[src/sv/falu_pkg.sv]
// Package for the fixed-point ALU: opcode encoding and the side-band record
// that travels with each operation down the divider chain. No dependencies.
`default_nettype none

package falu_pkg;

  typedef enum logic [3:0] {
    OP_ADD      = 4'd0,
    OP_SUB      = 4'd1,
    OP_MUL      = 4'd2,
    OP_DIV      = 4'd3,
    OP_LT       = 4'd4,
    OP_LE       = 4'd5,
    OP_GT       = 4'd6,
    OP_GE       = 4'd7,
    OP_EQ       = 4'd8,
    OP_NE       = 4'd9,
    OP_MIN      = 4'd10,
    OP_MAX      = 4'd11,
    OP_INC      = 4'd12,
    OP_DEC      = 4'd13,
    OP_FROM_INT = 4'd14,
    OP_TO_INT   = 4'd15
  } op_t;

  localparam int unsigned WORD_W = 32;

  typedef struct packed {
    op_t                op;
    logic [WORD_W-1:0]  res;
    logic               cmp;
    logic               dz;
    logic               neg;
  } side_t;

endpackage

`default_nettype wire

[src/sv/falu_cell.sv]
// One restoring-division cell: develops one quotient bit per transfer and
// forwards the side-band record unchanged. Depends on falu_pkg.
`default_nettype none

module falu_cell
  import falu_pkg::*;
#(
  parameter int unsigned DVD_W = 40
) (
  input  wire logic              clk,
  input  wire logic              rst,
  input  wire logic              in_valid,
  output logic                   in_ready,
  input  wire logic [WORD_W-1:0] in_rem,
  input  wire logic [DVD_W-1:0]  in_dvd,
  input  wire logic [WORD_W-1:0] in_dvs,
  input  wire side_t             in_side,
  output logic                   out_valid,
  input  wire logic              out_ready,
  output logic [WORD_W-1:0]      out_rem,
  output logic [DVD_W-1:0]       out_dvd,
  output logic [WORD_W-1:0]      out_dvs,
  output side_t                  out_side
);

  logic               valid;
  logic [WORD_W-1:0]  rem;
  logic [DVD_W-1:0]   dvd;
  logic [WORD_W-1:0]  dvs;
  side_t              side;

  logic [WORD_W+1:0]  diff;
  logic               fits;
  logic [WORD_W-1:0]  rem_next;
  logic [DVD_W-1:0]   dvd_next;

  // The partial remainder stays below the divisor, so the shifted value
  // needs one extra bit and the trial subtraction one more for the borrow.
  assign diff     = {1'b0, in_rem, in_dvd[DVD_W-1]} - {2'b00, in_dvs};
  assign fits     = !diff[WORD_W+1];
  assign rem_next = fits ? diff[WORD_W-1:0] : {in_rem[WORD_W-2:0], in_dvd[DVD_W-1]};
  assign dvd_next = {in_dvd[DVD_W-2:0], fits};

  assign in_ready = !valid || out_ready;

  always_ff @(posedge clk) begin
    if (rst) begin
      valid <= 1'b0;
    end else if (in_ready) begin
      valid <= in_valid;
    end
  end

  always_ff @(posedge clk) begin
    if (in_valid && in_ready) begin
      rem  <= rem_next;
      dvd  <= dvd_next;
      dvs  <= in_dvs;
      side <= in_side;
    end
  end

  assign out_valid = valid;
  assign out_rem   = rem;
  assign out_dvd   = dvd;
  assign out_dvs   = dvs;
  assign out_side  = side;

endmodule

`default_nettype wire

[config.mk]
export PLATFORM = sky130hd
export DESIGN_NAME = falu_cell
export DESIGN_NICKNAME = d
export VERILOG_FILES = /design/src/sv/falu_pkg.sv /design/src/sv/falu_cell.sv
export SDC_FILE = /design/constraint.sdc
export NUM_CORES = 1
export LEC_CHECK = 0
export BUFFER_PORTS_ARGS = -buffer_cell sky130_fd_sc_hd__clkbuf_2
export CAP_MARGIN = 20
export CORE_MARGIN = 5
export CORE_UTILIZATION = 32
export DETAILED_ROUTE_END_ITERATION = 10
export PLACE_DENSITY = 0.62
export SLEW_MARGIN = 0
export SYNTH_ARGS = -nofsm -noshare
export SYNTH_HDL_FRONTEND = slang
export SYNTH_SLANG_ARGS = --single-unit
[constraint.sdc]
create_clock -name clk -period 5.55 [get_ports clk]
set_input_delay 0.555 -clock clk [delete_from_list [all_inputs] [get_ports clk]]
set_output_delay 0.555 -clock clk [all_outputs]
set_load 0.01 [all_outputs]
# Word level (Yosys, flattened, before mapping)
# Cells that the tools add are included.
# totals
inputBits	147
reg_bits	144
# op_classes
n_reduce_logical	4
muxes	1
addsub	1
# ops
op	count
$sub 33x32->34	1
$mux 32	1
$logic_not 1->1	2
$logic_and 1x1->1	1
$logic_or 1x1->1	1

# Longest topological paths before layout
# depth
word_depth	3
mapped_depth	12
mapped_depth_nobuf	12

# Worst setup path before layout
# OpenSTA, ideal clock, no wires.
# synth_timing
path_type	input to register
startpoint	input out_ready
endpoint	register dvd[0] (netlist: out_dvd[0]) (enable)
n_path_buf	0
slack_ps	978
t_required_ps	5030
t_arrival_ps	4052
stages	2
setup_ps	520
path_cell_list	nand2b_1 -> and2_1
# synth_via
elab_chain_len	2
# synth_lines
element	line	rtl
start: declaration	falu_cell.sv:19	input wire logic out_ready,
$logic_or 1x1->1	falu_cell.sv:44	assign in_ready = !valid || out_ready;
$logic_and 1x1->1	falu_cell.sv:55	if (in_valid && in_ready) begin
end signal: assignment	falu_cell.sv:57	dvd <= dvd_next;
end: declaration	falu_cell.sv:28	logic [DVD_W-1:0] dvd;
# No other way between the ends.
# A chain may end at the register's enable or synchronous reset.

# Worst setup path in the final report
# layout_timing
startpoint	input in_dvs[21]
endpoint	register rem[16] (netlist: out_rem[16]) (data pin)
# layout_via
elab_chain_len	2
# layout_lines
element	line	rtl
start: declaration	falu_cell.sv:16	input wire logic [WORD_W-1:0] in_dvs,
$sub 33x32->34	falu_cell.sv:39	assign diff = {1'b0, in_rem, in_dvd[DVD_W-1]} - {2'b00, in_dvs};
$mux 32	falu_cell.sv:41	assign rem_next = fits ? diff[WORD_W-1:0] : {in_rem[WORD_W-2:0], in_dvd[DVD_W-1]};
net rem_next[16]	falu_cell.sv:34	logic [WORD_W-1:0] rem_next;
end signal: assignment	falu_cell.sv:56	rem <= rem_next;
end: declaration	falu_cell.sv:27	logic [WORD_W-1:0] rem;
# The timed path passes the listed nets, and every way through them passes these cells.

==> impl_metrics.py <==
metrics = {
    "floorplanning": {
        "die_area_um2": 24100,
        "die_w_um": 155,
        "core_um2": 20900,
        "rows": 53,
        "die_h_um": 155,
        "start_util_pct": 32.3,
        "io_pins": 292,
    },
    "power_and_ir_drop": {
        "total_power_w": 0.00303,
        "seqPwrFrac_pct": 43.6,
        "leakagePower_nw": 4.11,
        "clkPwrFrac_pct": 38.4,
        "switching_share_pct": 27.6,
        "p_int_w": 0.00220,
        "combPwrFrac_pct": 17.9,
        "ir_drop_uv": 187,
        "switchingPower_w": 0.000838,
        "power_density_nw_per_um2": 334,
    },
    "critical_path": {
        "path_class": "in -> reg",
        "start_kind": "primary input",
        "worstPathCellList": "clkbuf_2 -> inv_1 -> ha_1 -> and3_1 -> nand3_1 -> or4_4 -> o21bai_2 -> a21oi_2 -> a31oi_4 -> buf_12 -> mux2_4",
        "timing.rr.end": "out_dvs[2]$_DFFE_PP_",
        "crit_arrival_ns": 3.63,
        "cpPeakStageDelay_ns": 0.58,
        "worstSetupEndpointType": "flop",
        "critPathMaxFanout": 20,
        "reg2reg_depth": 3,
        "crit_slowest_cell": "a31oi_4",
        "cp_data_required_time_ns": 5.72,
        "reg2reg_setup_slack_ns": 3.40,
        "rr_startpoint": "out_valid$_SDFFE_PP0N_",
    },
    "layout": {
        "fin_util_pct": 43.5,
        "layout_common_cells": "clkbuf_2, edfxtp_1, inv_1",
        "fillers": 1980,
        "nNetsFinal": 955,
        "multiInputGateArea_um2": 2190,
        "regArea_um2": 4310,
        "layoutNonFillerInstCount": 1063,
        "drive_above_1_share_pct": 45.9,
        "insertedDiodeCount": 0,
        "area_growth_pct": 34.8,
        "final_common_cell": "clkbuf_2",
    },
    "timing": {
        "maxSlewViolCount": 0,
        "fin_crit_sh_pct": 62.2,
        "slew_headroom_pct": 44.8,
        "rsz0062_at_grt": "no",
        "worst_pin_slew_ns": 0.828,
        "tns_ns": 0,
        "fmax_ghz": 0.290,
        "setup_viol": 0,
        "hold_violations": 0,
        "period_needed_ns": 3.45,
        "skew_ns": 0.0172,
    },
    "hold_path": {
        "hp-start": "rst",
        "hold_class": "in -> reg",
        "whs_path_depth": 2,
        "min_to": "out_valid$_SDFFE_PP0N_",
    },
    "place": {
        "placed_cells": 1031,
        "io_buffers": 291,
        "place_hpwl_mm": 15.6,
        "finalWeightedCongestion": 0.791,
    },
    "routing": {
        "drtIter0Drc": 304,
        "drc": 0,
        "routed_wl_mm": 19.5,
        "drt-vias-per-instance": 4.72,
        "wire_per_inst_um": 18.4,
        "drt-pass1-iter-count": 4,
        "antenna_left": 0,
        "num_vias": 5021,
    },
    "grt": {
        "globalRouteOverflowTotal": 0,
        "grt_max_degree": 65,
        "track_usage_pct": 15.7,
        "grt_pass1_vias": 4951,
        "antenna_found_initial": 3,
        "grt_first_pass_wirelength_mm": 28.5,
    },
    "yosys": {
        "ys_types": 55,
        "synth_top_area_share_pct": 63.7,
        "synth_warnings": 0,
        "synth_top_family_by_area": "compound AO/OA/AOI/OAI gates",
        "syn_nets": 650,
        "ys_top_cells_by_area": "edfxtp_1, ha_1, mux2_4, a21oi_1, inv_1",
        "syn_avg_cell_area_um2": 14.3,
        "synthCells": 470,
        "synth-main-ff-cell": "edfxtp_1",
        "synth-xor-area-share_pct": 3.12,
        "ys_seq_area_share_pct": 64.0,
        "synth_adder_area_share_pct": 6.23,
        "yosys.area.top_type": "edfxtp_1",
        "synth_seq_cells": 144,
        "synth_mux_area_share_pct": 6.79,
        "synth_edf_count": 143,
        "synthArstFlopShare_pct": 0,
        "synth_compound_area_share_pct": 10.0,
        "yosys.area_share.simple_pct": 6.36,
        "synthesis.area_um2": 6740,
    },
    "clock_tree": {
        "clk_pin_slew_ns": 0.07,
        "cts_tree": "yes",
        "cts-root-buf": "clkbuf_16",
        "clockBufferDepth": 2,
        "cts_inserted_buffers": 17,
        "post_cts_buffers": 0,
        "worstSkewPairLatency_ns": 0.43,
        "htree_levels": 4,
        "hold_buffers": 0,
        "clock-sinks": 144,
        "cts_resized": 0,
    },
    "run_status": {
        "outcome": "finished clean",
    },
    "job": {
        "maxCapViolCount": 0,
    },
}
routing by layer:
layer / GRT usage, % / share of wire (%) / vias to the layer above
met4: 6.18 / 2.6 / 6
li1: - / - / 2394
met3: 5.65 / 9.5 / 32
met1: 17.7 / 38 / 2374
met5: 0 / 0.24 / -
met2: 27.0 / 50 / 215
power groups by stage:
stage	combinational (W)	clock [W]	sequential, W
finish	0.000544	0.00117	0.00132
global route	0.000594	0.00125	0.00133
CTS	0.000551	0.00120	0.00133
detailed placement	0.000548	0	0.00135
global placement	0.000540	0	0.00135
floorplan	0.000297	0	0.00140
cell usage after synthesis (all sizes together) (6+ instances only):
master and n:
edfxtp 143, inv 41, a21oi 33, ha 32, mux2 27, nand2 25, nor2 18, o21ai 17
xnor2 17, buf 8, a21o 7, xor2 7, mux2i 6, nand2b 6, nand3 6, nand4 6
o21a 6, o31ai 6
metrics by stage:
| stage | worst slack [ns] | instance area, µm² | hold WS, ns |
|---|---|---|---|
| finish | 2.10 | 9090 | 0.278 |
| CTS | 2.12 | 9090 | 0.270 |
| global placement | 1.73 | 8500 | 0.509 |
| detailed placement | 1.67 | 8500 | 0.526 |
| global route | 1.92 | 9090 | 0.276 |
| floorplan | 0.978 | 6740 | 0.593 |
state kept, by name, summed over array words and instances, names as in the netlist:
register	flops
out_dvs	32
out_dvd	40
out_rem	32
out_side	39
out_valid	1
cell type report:
cell class | count | share of cell area, %
clock buffer | 17 | 4.68
inverter | 41 | 1.69
multi-input combinational | 277 | 24.1
tap | 275 | 3.78
timing repair buffer | 294 | 16.4
clock inverter | 15 | 1.84
sequential | 144 | 47.5
worst max-delay path by stage:
| stage | startpoint | to | slack, ns | cells past startpoint |
|---|---|---|---|---|
| after floorplan | out_ready | out_dvd[0]$_DFFE_PP_ | 0.98 | 2 |
| after global placement | in_dvs[21] | out_rem[18]$_DFFE_PP_ | 1.73 | 11 |
| after detailed placement | in_dvs[21] | out_rem[24]$_DFFE_PP_ | 1.67 | 11 |
| after CTS | in_dvs[21] | out_rem[24]$_DFFE_PP_ | 2.12 | 11 |
| after global routing | in_dvs[21] | out_rem[24]$_DFFE_PP_ | 1.92 | 11 |
| final | in_dvs[21] | out_rem[16]$_DFFE_PP_ | 2.10 | 11 |
cells by family (layout without fill, tap and decap cells):
logic type,Yosys count,count (layout)
AOI/OAI and AO/OA,101,101
adders and majority gates,33,33
and+or+nand+nor,86,86
muxes,33,33
buffers and inverters,49,367
xor gates and xnor gates,24,24
DFF,144,144
worst max-delay path: cells and delay by family:
kind            cells  cell delay, ns
compound gates      3            0.82
fa+ha+maj           1            0.46
buf+inv             3            0.42
mux                 1            0.32
simple gates        3            1.03
(Power assumes the default switching activity.)
