--- src/sv/falu_pkg.sv ---
// Package for the fixed-point ALU: opcode encoding and the side-band record
// that travels with each operation down the divider chain. No dependencies.
`default_nettype none

package falu_pkg;

  typedef enum logic [3:0] {
    OP_ADD      = 4'd0,
    OP_SUB      = 4'd1,
    OP_MUL      = 4'd2,
    OP_DIV      = 4'd3,
    OP_LT       = 4'd4,
    OP_LE       = 4'd5,
    OP_GT       = 4'd6,
    OP_GE       = 4'd7,
    OP_EQ       = 4'd8,
    OP_NE       = 4'd9,
    OP_MIN      = 4'd10,
    OP_MAX      = 4'd11,
    OP_INC      = 4'd12,
    OP_DEC      = 4'd13,
    OP_FROM_INT = 4'd14,
    OP_TO_INT   = 4'd15
  } op_t;

  localparam int unsigned WORD_W = 32;

  typedef struct packed {
    op_t                op;
    logic [WORD_W-1:0]  res;
    logic               cmp;
    logic               dz;
    logic               neg;
  } side_t;

endpackage

`default_nettype wire

--- src/sv/falu_rsp_if.sv ---
// Response channel of the fixed-point ALU: raw result and two flags.
// Uses valid/ready; no other dependencies.
`default_nettype none

interface falu_rsp_if;
  logic               valid;
  logic               ready;
  logic signed [31:0] result_raw;
  logic               compare_true;
  logic               divide_by_zero;

  modport source (output valid, result_raw, compare_true, divide_by_zero, input ready);
  modport sink (input valid, result_raw, compare_true, divide_by_zero, output ready);
endinterface

`default_nettype wire

--- src/sv/falu_back.sv ---
// Output stage of the fixed-point ALU: applies the sign to the quotient and
// holds the result for the response channel. Depends on falu_pkg, falu_rsp_if.
`default_nettype none

module falu_back
  import falu_pkg::*;
(
  input  wire logic              clk,
  input  wire logic              rst,
  input  wire logic              in_valid,
  output logic                   in_ready,
  input  wire logic [WORD_W-1:0] in_quot,
  input  wire side_t             in_side,
  falu_rsp_if.source             rsp
);

  logic               valid;
  logic [WORD_W-1:0]  res;
  logic               cmp;
  logic               dz;
  logic [WORD_W-1:0]  res_next;

  always_comb begin
    if (in_side.op == OP_DIV && !in_side.dz) begin
      res_next = in_side.neg ? (32'd0 - in_quot) : in_quot;
    end else begin
      res_next = in_side.res;
    end
  end

  assign in_ready = !valid || rsp.ready;

  always_ff @(posedge clk) begin
    if (rst) begin
      valid <= 1'b0;
    end else if (in_ready) begin
      valid <= in_valid;
    end
  end

  always_ff @(posedge clk) begin
    if (in_valid && in_ready) begin
      res <= res_next;
      cmp <= in_side.cmp;
      dz  <= in_side.dz;
    end
  end

  assign rsp.valid          = valid;
  assign rsp.result_raw     = res;
  assign rsp.compare_true   = cmp;
  assign rsp.divide_by_zero = dz;

endmodule

`default_nettype wire

--- src/flat_wrapper.sv ---
// flat-port wrapper written by rule: the top's interface ports become plain ports
module falu_back_flat import falu_pkg::*;
  (clk, rst, in_valid, in_ready, in_quot, in_side, rsp_valid, rsp_result_raw, rsp_compare_true, rsp_divide_by_zero, rsp_ready);
  falu_rsp_if rsp_i ();
  input  wire logic clk;
  input  wire logic rst;
  input  wire logic in_valid;
  output logic in_ready;
  input  wire logic [WORD_W-1:0] in_quot;
  input  wire side_t in_side;
  output wire logic [$bits(rsp_i.valid)-1:0] rsp_valid;
  output wire logic [$bits(rsp_i.result_raw)-1:0] rsp_result_raw;
  output wire logic [$bits(rsp_i.compare_true)-1:0] rsp_compare_true;
  output wire logic [$bits(rsp_i.divide_by_zero)-1:0] rsp_divide_by_zero;
  input wire logic [$bits(rsp_i.ready)-1:0] rsp_ready;
  assign rsp_valid = rsp_i.valid;
  assign rsp_result_raw = rsp_i.result_raw;
  assign rsp_compare_true = rsp_i.compare_true;
  assign rsp_divide_by_zero = rsp_i.divide_by_zero;
  assign rsp_i.ready = rsp_ready;
  falu_back u_core (.clk(clk), .rst(rst), .in_valid(in_valid), .in_ready(in_ready), .in_quot(in_quot), .in_side(in_side), .rsp(rsp_i));
endmodule
--- config.mk ---
export PLATFORM = sky130hd
export DESIGN_NAME = falu_back_flat
export DESIGN_NICKNAME = d
export VERILOG_FILES = /design/src/sv/falu_pkg.sv /design/src/sv/falu_rsp_if.sv /design/src/sv/falu_back.sv /design/src/flat_wrapper.sv
export SDC_FILE = /design/constraint.sdc
export NUM_CORES = 1
export LEC_CHECK = 0
export BUFFER_PORTS_ARGS = -buffer_cell sky130_fd_sc_hd__buf_2
export CAP_MARGIN = 10
export CORE_MARGIN = 5
export CORE_UTILIZATION = 41
export DETAILED_ROUTE_END_ITERATION = 10
export PLACE_DENSITY = 0.79
export SKIP_CTS_REPAIR_TIMING = 1
export SLEW_MARGIN = 10
export SYNTH_ARGS = -nofsm -noshare
export SYNTH_HDL_FRONTEND = slang
export SYNTH_SLANG_ARGS = --single-unit
--- constraint.sdc ---
create_clock -name clk -period 2.95 [get_ports clk]
set_input_delay 0.59 -clock clk [delete_from_list [all_inputs] [get_ports clk]]
set_output_delay 0.59 -clock clk [all_outputs]
set_load 0.05 [all_outputs]
; ---- Word-level counts from Yosys, hierarchy flattened
; Cells that the tools add are included.
[totals]
ff_bits = 35
out_inout_bits = 36
in_bits = 75
elab_cells = 13
[classes]
n_eq_ne = 1
add_sub_neg = 1
muxes = 2
reduce_logical = 5
[op_table]
columns = op, n
row1 = $mux W32, 2
row2 = $sub A1 B32 Y32 const A, 1
row3 = $eq A4 B2 Y1 const B, 1
row4 = $logic_and A1 B1 Y1, 2
row5 = $logic_not A1 Y1, 2
row6 = $logic_or A1 B1 Y1, 1

; ---- Longest topological paths before layout
[logic_depth]
ltp_word = 3
mapped_depth = 6
ltp_nobuf = 6

; ---- Worst setup path after synthesis
; Ideal clock, no wire load.
[synth_path]
path_kind = in2reg
from = input port rsp_ready
to = register u_core.cmp, in the netlist u_core.rsp.compare_true, enable pin
required_time_ns = 2.556
arrival_ns = 1.971
setup_slack_ns = 0.585
n_path_buf = 0
setup_time_ns = 0.394
stages = 2
path_cell_list = nand2b_1 > and2_1
[synth_via]
elab_chain_cells = 2
[synth_rtl]
columns = element, line_no
row1 = start: declaration, flat_wrapper.sv:15  ; input wire logic [$bits(rsp_i.ready)-1:0] rsp_ready;
row2 = $logic_or A1 B1 Y1, falu_back.sv:31  ; assign in_ready = !valid || rsp.ready;
row3 = $logic_and A1 B1 Y1, falu_back.sv:42  ; if (in_valid && in_ready) begin
row4 = end signal: assignment, falu_back.sv:44  ; cmp <= in_side.cmp;
row5 = end: declaration, falu_back.sv:19  ; logic cmp;
; Every way passes these cells.
; A chain may end at the register's enable or synchronous reset.

; ---- Final worst setup path
[layout_path]
from = input port in_quot[18]
to = register u_core.res[28], in the netlist u_core.rsp.result_raw[28] (data pin)
[layout_via]
elab_chain_cells = 3
[layout_rtl]
columns = element, line_no
row1 = start: declaration, flat_wrapper.sv:9  ; input wire logic [WORD_W-1:0] in_quot;
row2 = $sub A1 B32 Y32, falu_back.sv:25  ; res_next = in_side.neg ? (32'd0 - in_quot) : in_quot;
row3 = $mux W32, falu_back.sv:25
row4 = $mux W32, falu_back.sv:24  ; if (in_side.op == OP_DIV && !in_side.dz) begin
row5 = named net u_core.res_next[28], falu_back.sv:21  ; logic [WORD_W-1:0] res_next;
row6 = end signal: assignment, falu_back.sv:43  ; res <= res_next;
row7 = end: declaration, falu_back.sv:18  ; logic [WORD_W-1:0] res;
; The timed path passes the listed nets, and every way through them passes these cells.

==> flow_results.org <==
** Run status
- Result of the run :: finished clean

** Setup path
- At the worst endpoint, the arrival time is 2350 ps.
- Cell with the largest stage delay on the worst path :: sky130_fd_sc_hd__or4_4
- The worst setup path is captured at a register.
- STA classifies the critical path startpoint as an input pin.
- In this run the worst path has a maximum fanout of 8.
- On the worst path, the slowest cell contributes a delay of 550 ps.
- Grouping stages by cell kind, the critical path spends the most delay in simple AND/OR/NAND/NOR gates.
- Worst path buffer plus inverter count :: 1
- WP data required :: 2970 ps
- The worst setup path is of the input pin to register kind.
- Critical Path, Cell by Cell :: buf_2 -> or4_4 -> nand2b_1 -> o41ai_1 -> xor2_1 -> o21ai_1

** Drt
- Dividing the detail-routed wire length by the instance count gives 14.3 um.
- For this block, the initial DRC count from the detailed router was 98.
- Via density :: 4.93
- Number of remaining DRC errors :: 0
- Summed over all layers, the routed wires come to 5580 um.
- Number of detailed-routing iterations run before antenna repair :: 4
- Number of nets still failing antenna checks after routing :: 0
- The detailed router placed 1,919 vias in this run.

** Yosys
- Fraction of the mapped netlist area in simple logic gates :: 17.2%
- Yosys warning total :: 0
- Share of synthesized cell area in full adder, half adder and majority cells :: 0.586%
- Multiplexer cells account for 0.996% of the synthesized area.
- Top FF cell, synth :: sky130_fd_sc_hd__edfxtp_1
- Avg Cell Area, Syn :: 10.2 um^2
- In this run, synthesis produced a sequential element count of 35.
- Yosys mapped the design onto 36 distinct sky130hd cell types.
- After Yosys synthesis, XOR and XNOR cells account for 11.9% of the synthesized area.
- Seq/Total Area, Yosys :: 48.8%
- Post-synthesis cell area :: 0.00213 mm^2
- Summing the areas of all compound-gate instances in the mapped netlist gives 17.7% of the synthesized area.
- Synthesized instance count :: 210
- Fraction of synthesis flops using an asynchronous set or reset pin :: 0%
- Combinational family with the most area after synthesis :: compound AO/OA/AOI/OAI gates
- Net count after synthesis :: 286
- EDFF count, synth :: 34

** Floorplanning
- Core box area :: 0.00507 mm^2
- Die footprint :: 0.00675 mm^2
- After floorplanning, the core was divided into 26 placement rows.
- The initial utilization of the core area, before any placement, comes to 42.1%.
- Die extent in x :: 82.2 um
- The floorplan step set the die height to 82.2 um.
- Num ports :: 111

** Timing
- Number of hold violations in the final report :: 0
- Tightest Pin Transition :: 805 ps
- Dividing the final minimum period by the clock period gives 79.1%.
- The number of pins with negative max-slew slack in the final report is 0.
- Clock skew on the completed layout was measured at 7.58 ps.
- Setup_tns :: 0 ps
- Post-route worst hold slack :: 453 ps
- Unrepaired setup endpoints after global routing :: no
- Final setup violation count :: 0
- Normalized max-slew margin :: 46.4%
- Max Clock Freq :: 428 MHz
- Final Critical Period :: 2330 ps

** GRT
- Wire length of the first global-routing pass :: 8530 um
- Antenna violations before repair :: 0
- For this run, the total global-route usage over all layers was measured as 16.5%.
- The via count of the first global-routing pass came to 1,881.
- Congestion Overflow GR :: 0
- Entering global routing, the biggest net connects 65 pins.

** Power and ir drop
- Total power after layout :: 1240 uW
- In this run the static leakage power is 0.00124 uW.
- Maximum VDD drop :: 0.152 mV
- Power per standard cell area :: 438 mW/mm^2

** Place
- Routability-driven placement finished with a final weighted congestion of 0.807.
- Port-buffer cells :: 110
- Detailed placement ended at an HPWL of 4170 um.

** CTS
- Clk_lat worst skew :: 290 ps
- Clock tree from TritonCTS :: done
- Number of clock sinks seen by CTS :: 35
- Clock transition at path regs :: 70 ps
- CTS built an H-tree with a depth of 2.
- Clock Tree Buf Depth :: 2
- TritonCTS created 5 clock buffers.
- The tree is rooted in a sky130_fd_sc_hd__clkbuf_8.

** Final layout
- In the final layout, the share of cells above drive strength 1 is 40.8%.
- Area growth syn-to-layout :: 32.2%
- Post-layout net count :: 394
- The repair_antennas step left the layout with diodes totalling 0.

** Worst hold path
- Path class of the lowest-slack min-delay path :: input pin to register

** Job
- Number of max-capacitance violations reported :: 0
metrics by stage:
| step | util, % | instance area, um^2 | setup slack, ps | cells |
|---|---|---|---|---|
| 6_report | 55.6 | 2820 | 615 | 389 |
| 4_1_cts | 55.6 | 2820 | 628 | 389 |
| 3_5_place_dp | 54.0 | 2740 | 334 | 381 |
| 2_1_floorplan | - | 2130 | 585 | 210 |
| 3_3_place_gp | 54.0 | 2740 | 377 | 381 |
| 5_1_grt | 55.6 | 2820 | 471 | 389 |
cells in the final DEF (no fill, tap or decap), drive strengths merged, types with 2 or more instances in the layout:
master	n
a21oi	2
buf	112
clkbuf	6
clkinv	2
edfxtp	34
inv	3
nand2	39
nand2b	2
nand3	2
nand4	3
nor2	3
nor4	6
o21ai	38
o31ai	8
o41ai	10
or2	2
or3	4
or4	5
xor2	28
metal layers:
| layer | wire length, um | vias to the layer above | GRT usage (%) |
|---|---|---|---|
| met5 | 0 | - | 0 |
| met4 | 47 | 0 | 4.65 |
| met3 | 469 | 4 | 4.34 |
| met2 | 2790 | 77 | 28.4 |
| met1 | 2280 | 842 | 20.4 |
| li1 | - | 996 | - |
worst paths after layout:
kind / start / to / slack, ps / cells after the start
max: in_quot[18] / u_core.rsp.result_raw[28] / 620 / 6
min: rst / u_core.rsp.valid / 450 / 2
max reg2reg: u_core.rsp.valid / u_core.rsp.result_raw[6] / 1480 / 2
min reg2reg: u_core.rsp.valid / u_core.rsp.valid / 510 / 2
report_power, final:
group / leakage [uW] / switching (uW) / internal, uW / total, uW
sequential: 0.000338 / 6.37 / 584 / 590
combinational: 0.000859 / 214 / 97.2 / 311
clock: 0.0000403 / 175 / 161 / 336
flip-flops by register name, summed over array words and instances (netlist names):
| signal | count |
|---|---|
| u_core.rsp.compare_true | 1 |
| u_core.rsp.divide_by_zero | 1 |
| u_core.rsp.result_raw | 32 |
| u_core.rsp.valid | 1 |
cell usage after synthesis (3+ instances only):
| cell | instances | area share [%] |
|---|---|---|
| sky130_fd_sc_hd__clkbuf_1 | 8 | 1.4 |
| sky130_fd_sc_hd__edfxtp_1 | 34 | 48 |
| sky130_fd_sc_hd__inv_1 | 3 | 0.53 |
| sky130_fd_sc_hd__nand2_1 | 39 | 6.9 |
| sky130_fd_sc_hd__nand4_1 | 3 | 0.88 |
| sky130_fd_sc_hd__nor2_1 | 3 | 0.53 |
| sky130_fd_sc_hd__nor4_1 | 5 | 1.5 |
| sky130_fd_sc_hd__o21ai_0 | 27 | 6.3 |
| sky130_fd_sc_hd__o21ai_1 | 11 | 2.6 |
| sky130_fd_sc_hd__o31ai_1 | 8 | 2.8 |
| sky130_fd_sc_hd__o41ai_1 | 6 | 2.5 |
| sky130_fd_sc_hd__o41ai_2 | 4 | 3.0 |
| sky130_fd_sc_hd__or4_4 | 3 | 1.6 |
| sky130_fd_sc_hd__xor2_1 | 28 | 11 |
cell families after synthesis:
kind of cell | count (synthesis)
AOI/OAI and AO/OA | 58
muxes | 2
adders and majority gates | 1
xor gates and xnor gates | 29
DFF | 35
buffers and inverters | 14
and+or+nand+nor | 71
layout make-up:
| class | count | area (um^2) |
|---|---|---|
| Timing Repair Buffer | 112 | 566 |
| Multi-Input combinational cell | 161 | 1040 |
| Sequential cell | 35 | 1040 |
| Tap cell | 70 | 87.6 |
| Clock buffer | 6 | 72.6 |
| Fill cell | 477 | 2250 |
| Inverter | 3 | 11.3 |
| Clock inverter | 2 | 7.51 |
No activity file was read; power rests on OpenSTA's default activity.
