[src/sv/falu_pkg.sv]
// Package for the fixed-point ALU: opcode encoding and the side-band record
// that travels with each operation down the divider chain. No dependencies.
`default_nettype none

package falu_pkg;

  typedef enum logic [3:0] {
    OP_ADD      = 4'd0,
    OP_SUB      = 4'd1,
    OP_MUL      = 4'd2,
    OP_DIV      = 4'd3,
    OP_LT       = 4'd4,
    OP_LE       = 4'd5,
    OP_GT       = 4'd6,
    OP_GE       = 4'd7,
    OP_EQ       = 4'd8,
    OP_NE       = 4'd9,
    OP_MIN      = 4'd10,
    OP_MAX      = 4'd11,
    OP_INC      = 4'd12,
    OP_DEC      = 4'd13,
    OP_FROM_INT = 4'd14,
    OP_TO_INT   = 4'd15
  } op_t;

  localparam int unsigned WORD_W = 32;

  typedef struct packed {
    op_t                op;
    logic [WORD_W-1:0]  res;
    logic               cmp;
    logic               dz;
    logic               neg;
  } side_t;

endpackage

`default_nettype wire

[src/sv/falu_req_if.sv]
// Request channel of the fixed-point ALU: opcode and two raw operands.
// Uses valid/ready; no other dependencies.
`default_nettype none

interface falu_req_if;
  logic               valid;
  logic               ready;
  logic [3:0]         req_type;
  logic signed [31:0] operand_a;
  logic signed [31:0] operand_b;

  modport source (output valid, req_type, operand_a, operand_b, input ready);
  modport sink (input valid, req_type, operand_a, operand_b, output ready);
endinterface

`default_nettype wire

[src/sv/falu_front.sv]
// Entry stage of the fixed-point ALU: evaluates every non-divide operation
// and prepares the divider operands. Depends on falu_pkg and falu_req_if.
`default_nettype none

module falu_front
  import falu_pkg::*;
#(
  parameter int unsigned FRAC_BITS = 8
) (
  input  wire logic               clk,
  input  wire logic               rst,
  falu_req_if.sink                req,
  output logic                    out_valid,
  input  wire logic               out_ready,
  output logic [WORD_W+FRAC_BITS-1:0] out_dvd,
  output logic [WORD_W-1:0]       out_dvs,
  output side_t                   out_side
);

  localparam int unsigned DVD_W = WORD_W + FRAC_BITS;
  localparam logic [WORD_W-1:0] DZ_RES = (32'h7FFF_FFFF >> FRAC_BITS) << FRAC_BITS;

  logic               valid;
  logic [DVD_W-1:0]   dvd;
  logic [WORD_W-1:0]  dvs;
  side_t              side;

  logic [WORD_W-1:0]  a;
  logic [WORD_W-1:0]  b;
  logic               a_lt_b;
  logic               b_lt_a;
  logic signed [63:0] prod;
  logic signed [63:0] prod_sh;
  logic [WORD_W-1:0]  mag_a;
  logic [WORD_W-1:0]  mag_b;
  side_t              side_next;
  logic               take;

  assign a       = req.operand_a;
  assign b       = req.operand_b;
  assign a_lt_b  = $signed(a) < $signed(b);
  assign b_lt_a  = $signed(b) < $signed(a);
  assign prod    = $signed(a) * $signed(b);
  assign prod_sh = prod >>> FRAC_BITS;
  assign mag_a   = a[WORD_W-1] ? (32'd0 - a) : a;
  assign mag_b   = b[WORD_W-1] ? (32'd0 - b) : b;

  always_comb begin
    side_next     = '0;
    side_next.op  = op_t'(req.req_type);
    side_next.neg = a[WORD_W-1] ^ b[WORD_W-1];
    case (op_t'(req.req_type))
      OP_ADD:      side_next.res = a + b;
      OP_SUB:      side_next.res = a - b;
      OP_MUL:      side_next.res = prod_sh[WORD_W-1:0];
      OP_DIV: begin
        if (b == '0) begin
          side_next.res = DZ_RES;
          side_next.dz  = 1'b1;
        end
      end
      OP_LT:       side_next.cmp = a_lt_b;
      OP_LE:       side_next.cmp = !b_lt_a;
      OP_GT:       side_next.cmp = b_lt_a;
      OP_GE:       side_next.cmp = !a_lt_b;
      OP_EQ:       side_next.cmp = (a == b);
      OP_NE:       side_next.cmp = (a != b);
      OP_MIN:      side_next.res = a_lt_b ? a : b;
      OP_MAX:      side_next.res = b_lt_a ? a : b;
      OP_INC:      side_next.res = a + 32'd1;
      OP_DEC:      side_next.res = a - 32'd1;
      OP_FROM_INT: side_next.res = a << FRAC_BITS;
      OP_TO_INT:   side_next.res = WORD_W'($signed(a) >>> FRAC_BITS);
      default:     side_next.res = '0;
    endcase
  end

  assign req.ready = !valid || out_ready;
  assign take      = req.valid && req.ready;

  always_ff @(posedge clk) begin
    if (rst) begin
      valid <= 1'b0;
    end else if (req.ready) begin
      valid <= req.valid;
    end
  end

  always_ff @(posedge clk) begin
    if (take) begin
      dvd  <= {mag_a, {FRAC_BITS{1'b0}}};
      dvs  <= mag_b;
      side <= side_next;
    end
  end

  assign out_valid = valid;
  assign out_dvd   = dvd;
  assign out_dvs   = dvs;
  assign out_side  = side;

endmodule

`default_nettype wire

[src/flat_wrapper.sv]
// flat-port wrapper written by rule: the top's interface ports become plain ports
module falu_front_flat import falu_pkg::*;
#(
  parameter int unsigned FRAC_BITS = 8
)
  (clk, rst, out_valid, out_ready, out_dvd, out_dvs, out_side, req_valid, req_req_type, req_operand_a, req_operand_b, req_ready);
  falu_req_if req_i ();
  input  wire logic clk;
  input  wire logic rst;
  output logic out_valid;
  input  wire logic out_ready;
  output logic [WORD_W+FRAC_BITS-1:0] out_dvd;
  output logic [WORD_W-1:0] out_dvs;
  output side_t out_side;
  input wire logic [$bits(req_i.valid)-1:0] req_valid;
  input wire logic [$bits(req_i.req_type)-1:0] req_req_type;
  input wire logic [$bits(req_i.operand_a)-1:0] req_operand_a;
  input wire logic [$bits(req_i.operand_b)-1:0] req_operand_b;
  output wire logic [$bits(req_i.ready)-1:0] req_ready;
  assign req_i.valid = req_valid;
  assign req_i.req_type = req_req_type;
  assign req_i.operand_a = req_operand_a;
  assign req_i.operand_b = req_operand_b;
  assign req_ready = req_i.ready;
  falu_front #(.FRAC_BITS(FRAC_BITS)) u_core (.clk(clk), .rst(rst), .req(req_i), .out_valid(out_valid), .out_ready(out_ready), .out_dvd(out_dvd), .out_dvs(out_dvs), .out_side(out_side));
endmodule
[config.mk]
export PLATFORM = sky130hd
export DESIGN_NAME = falu_front_flat
export DESIGN_NICKNAME = d
export VERILOG_FILES = /design/src/sv/falu_pkg.sv /design/src/sv/falu_req_if.sv /design/src/sv/falu_front.sv /design/src/flat_wrapper.sv
export SDC_FILE = /design/constraint.sdc
export NUM_CORES = 2
export LEC_CHECK = 0
export ABC_AREA = 0
export BUFFER_PORTS_ARGS = -buffer_cell sky130_fd_sc_hd__buf_2
export CORE_ASPECT_RATIO = 2
export CORE_UTILIZATION = 45
export DETAILED_ROUTE_END_ITERATION = 8
export RECOVER_POWER = 100
export SLEW_MARGIN = 20
export SYNTH_ARGS = -nofsm -noshare
export SYNTH_HDL_FRONTEND = slang
export SYNTH_SLANG_ARGS = --single-unit
[constraint.sdc]
create_clock -name clk -period 18.9 [get_ports clk]
set_input_delay 0 -clock clk [delete_from_list [all_inputs] [get_ports clk]]
set_output_delay 0 -clock clk [all_outputs]
set_load 0.02 [all_outputs]
# ---- Word level (Yosys, flattened, before mapping)
# Cells that the tools add are included.
dict set report word_totals {
  ff_bits 104
  out_inout_bits 113
}
dict set report classes {
  n_addsub 6
  mul 1
  order_cmp 2
  eq_ne 17
  muxes 8
  bitwise_logic 1
  reduce_logical 7
}
# operator count
set ops {}
lappend ops {{32-bit case mux with 10 select lines} 1}
lappend ops {{31-bit two-way mux} 3}
lappend ops {{32-bit less-than comparator} 2}
lappend ops {{32-bit two-way mux} 2}
lappend ops {{1-bit by 32-bit subtractor with 32-bit output (first input constant)} 2}
lappend ops {{32-bit by 32-bit multiplier with 40-bit output} 1}
lappend ops {{32-bit by 1-bit adder with 32-bit output (second input constant)} 1}
lappend ops {{32-bit adder} 1}
lappend ops {{32-bit == test} 1}
lappend ops {{4-bit == test (second input constant)} 8}
lappend ops {{32-bit logical NOT} 1}
lappend ops {{32-bit inequality test} 1}
lappend ops {{32-bit by 1-bit subtractor with 32-bit output (second input constant)} 1}
lappend ops {{32-bit subtractor} 1}
lappend ops {{4-bit by 3-bit == test with 1-bit output (second input constant)} 4}
lappend ops {{4-bit by 2-bit == test with 1-bit output (second input constant)} 2}
lappend ops {{1-bit case mux with 6 select lines} 1}
lappend ops {{4-bit by 1-bit == test with 1-bit output (second input constant)} 1}
lappend ops {{4-bit logical NOT} 1}
lappend ops {{1-bit logical NOT} 3}
lappend ops {{1-bit logical AND} 1}
lappend ops {{1-bit logical OR} 1}
lappend ops {{1-bit two-way mux} 1}
lappend ops {{1-bit bitwise XOR} 1}

# ---- Longest topological paths before layout
dict set report logic_depth {
  depth_word 3
  depth_mapped 29
}

# ---- Worst setup path before layout
# Ideal clock, no wire load.
dict set report synth_path {
  path_type {input -> register}
  from {in req_operand_b[5]}
  to {reg u_core.side (netlist bit u_core.out_side[32]) (data pin)}
  setup_time_ps 272
  arrival_time_ps 7518
  required_ps 18628
  setup_slack_ps 11110
  cell_stages 25
  path_buffers 3
  path_cell_list {clkbuf_1 -> inv_1 -> clkbuf_1 -> clkbuf_1 -> nor2_1 -> fa_1 -> fa_1 -> fa_1 -> inv_1 -> fa_1 -> inv_1 -> fa_1 -> fa_1 -> fa_1 -> fa_1 -> ha_1 -> a21o_1 -> a221o_1 -> and3_1 -> a31oi_1 -> o21ai_1 -> a221oi_1 -> o22ai_1 -> mux2i_1 -> or4_1}
}
# element line_no
set synth_lines {}
lappend synth_lines {{start: declaration} flat_wrapper.sv:18} ;# input wire logic [$bits(req_i.operand_b)-1:0] req_operand_b;
lappend synth_lines {{end signal: assignment} falu_front.sv:93} ;# side <= side_next;
lappend synth_lines {{end: declaration} falu_front.sv:26} ;# side_t side;

==> metrics <==
CTS root buf=clkbuf_16; Die H=387 µm; initial drt markers=2,415; crit end category=register; total track usage=39.7%; CP Launch Type=primary input; CP arrival=10,530 ps; Clock Skews=17.5 ps; die area=75,400 µm²; Filler Cell Count=7,441; Worst Hold Class=in2reg; Post-DP Area=35,200 µm²; cell row count=141; Synth Instances=3,886; CP peak stage delay=1390 ps; Reg clk slew, reported paths=80 ps; area taken by flip-flops and latches=3110 µm²; worst path bufs/invs=8; number of max-cap violations=5; GR Overflow Total=0; die width=195 µm; Syn Std Cell Area=33,400 µm²; CTS max path bufs=2; # resized after CTS=0; f_max=96.0 MHz; Worst EP required=19,020 ps; Netlist cell types=82; Multi-input gate area=26,600 µm²; largest delay contributor family on the critical path=adder cells; Initial Util=45.3%; worst rel slew slack=-134%; Seq/Total Area, Yosys=9.32%; antenna viol nets, final=0; Synth Flop Type=edfxtp_1; Setup Crit Path Kind=in2reg; clock sinks=104; Post-synth ARST share=0%; Core ar.=73,700 µm²; Final setup violation count=0; P&R area growth vs syn=5.88%; design area=35,400 µm²; # hold bufs at CTS=6; synthesized flop and latch total=104; CP max stage cell=clkbuf_1; vias=29,600; EDFF count, synth=103; CTS HTree Levels=3; num ports=185; crit path max fanout=19; drt pass-1 iters=9; setup TNS=0 ps; Synth warnings=0; vias in the first global route=31,900; minimum clock period after layout=10,410 ps; largest net degree at the start of global routing=54; period utilisation layout=55.1%; IO Port Bufs=176; first-pass GRT wire length=212,000 µm; initial antenna violation count=8; Final Max Slew Viols=165; outcome=finished, violations left; CTS buffer count=9; endpoints failing hold=0; via density per instance=6.07; routability congestion estimate=1.03; Post-DP HPWL=111,000 µm; Worst-Margin Slew=3510 ps; Residual DRC=0; layout cell share with drive strength beyond 1=4.97%; Post CTS Setup Buffer Count=0; Most common cell on crit path=fa_1; WL/cell=29.9 µm; Worst-Skew Late Latency=390 ps; Mean Syn Cell Area=8.60 µm²; TritonCTS clock tree=built; Reg2Reg Setup Slack=12,980 ps; violated checks=capacitance limit, slew limit; Final Routed Wirelength=146,000 µm; Layout Nets=4,926; RSZ-0062 raised after global routing=no
[routing by layer]
metal  vias to the layer above  global-route usage [%]  wire (µm)
met2                      1788                    66.6      70400
met4                         8                    42.3      19000
li1                      12200                       -          -
met1                     14800                    39.3      44200
met3                       795                    8.01      12100
met5                         -                   0.130         43
[sequential cells by signal (all words and copies together), names as in the netlist]
signal,cells
u_core.out_dvs,32
u_core.out_dvd,32
u_core.out_side,39
u_core.out_valid,1
[final timing paths]
check                                     start                             to  depth (start not counted)
setup / recovery               req_operand_a[8]  u_core.out_side[32]$_DFFE_PP_                         27
hold reg to reg   u_core.out_valid$_SDFFE_PP0N_  u_core.out_valid$_SDFFE_PP0N_                          3
setup reg to reg  u_core.out_valid$_SDFFE_PP0N_   u_core.out_dvd[28]$_DFFE_PP_                          3
hold / removal                  req_req_type[0]  u_core.out_side[35]$_DFFE_PP_                          1
[layout make-up]
class	instances	area share, %
Antenna cell	2	0.0141
Clock buffer	10	0.647
Clock inverter	6	0.145
Inverter	741	7.86
Multi-Input combinational cell	2811	75.1
Sequential cell	104	8.80
Tap cell	929	3.29
Timing Repair Buffer	272	4.13
[stage by stage]
stage | util, % | std cells | setup slack, ps | hold WS (ps)
global placement | 47.8 | 4851 | 9960 | 157
global route | 48.0 | 4873 | 8380 | 181
finish | 48.0 | 4875 | 8490 | 158
CTS | 48.3 | 4873 | 10230 | 7.56
floorplan | - | 3893 | 11110 | 69.1
detailed placement | 47.8 | 4851 | 9830 | 157
[kinds of logic (layout without fill, tap and decap cells)]
| family | count (synthesis) | count (layout) | synth area share, % |
|---|---|---|---|
| DFF | 104 | 104 | 9.32 |
| xor gates and xnor gates | 211 | 211 | 5.57 |
| adders and majority gates | 915 | 915 | 48.7 |
| and+or+nand+nor | 1141 | 1141 | 14.3 |
| AOI/OAI and AO/OA | 504 | 504 | 9.91 |
| other | 1 | 10 | 0.0112 |
| buffers and inverters | 978 | 1029 | 11.2 |
| muxes | 32 | 32 | 0.962 |
[cell usage after synthesis (9+ instances only)]
cell      number  area share, %
xor2_1        39            1.0
o211ai_1      13           0.29
nor3_1        34           0.51
a211o_1       11           0.29
a211oi_1      17           0.38
a221oi_1      27           0.71
ha_1         271             10
edfxtp_1     103            9.3
o21ai_0       93            1.4
mux2i_1       31           0.93
buf_1         50           0.56
nand4_1       16           0.30
nand2b_1      19           0.36
o221ai_1      16           0.42
nand3_1       40           0.60
o31ai_1       13           0.29
o21bai_1      12           0.27
a21o_1        41           0.92
clkbuf_1     169            1.9
clkinv_1      12           0.13
a31oi_1       22           0.41
xnor2_1      171            4.5
or3_1         14           0.26
a21oi_1      152            2.3
buf_4          9           0.20
nor2_1       549            6.2
and3_1        14           0.26
inv_1        724            8.1
nand2_1      395            4.4
fa_1         644             39
[cells in the final DEF, fill, tap and decap left out, types with 94 or more instances in the layout]
cell,instances
a21oi_1,152
clkbuf_1,117
edfxtp_1,103
fa_1,644
ha_1,271
inv_1,723
nand2_1,395
nor2_1,547
o21ai_0,94
xnor2_1,171
Power is not shown: default switching activity piles up to over one toggle a cycle in this logic, so the estimate is an artifact.
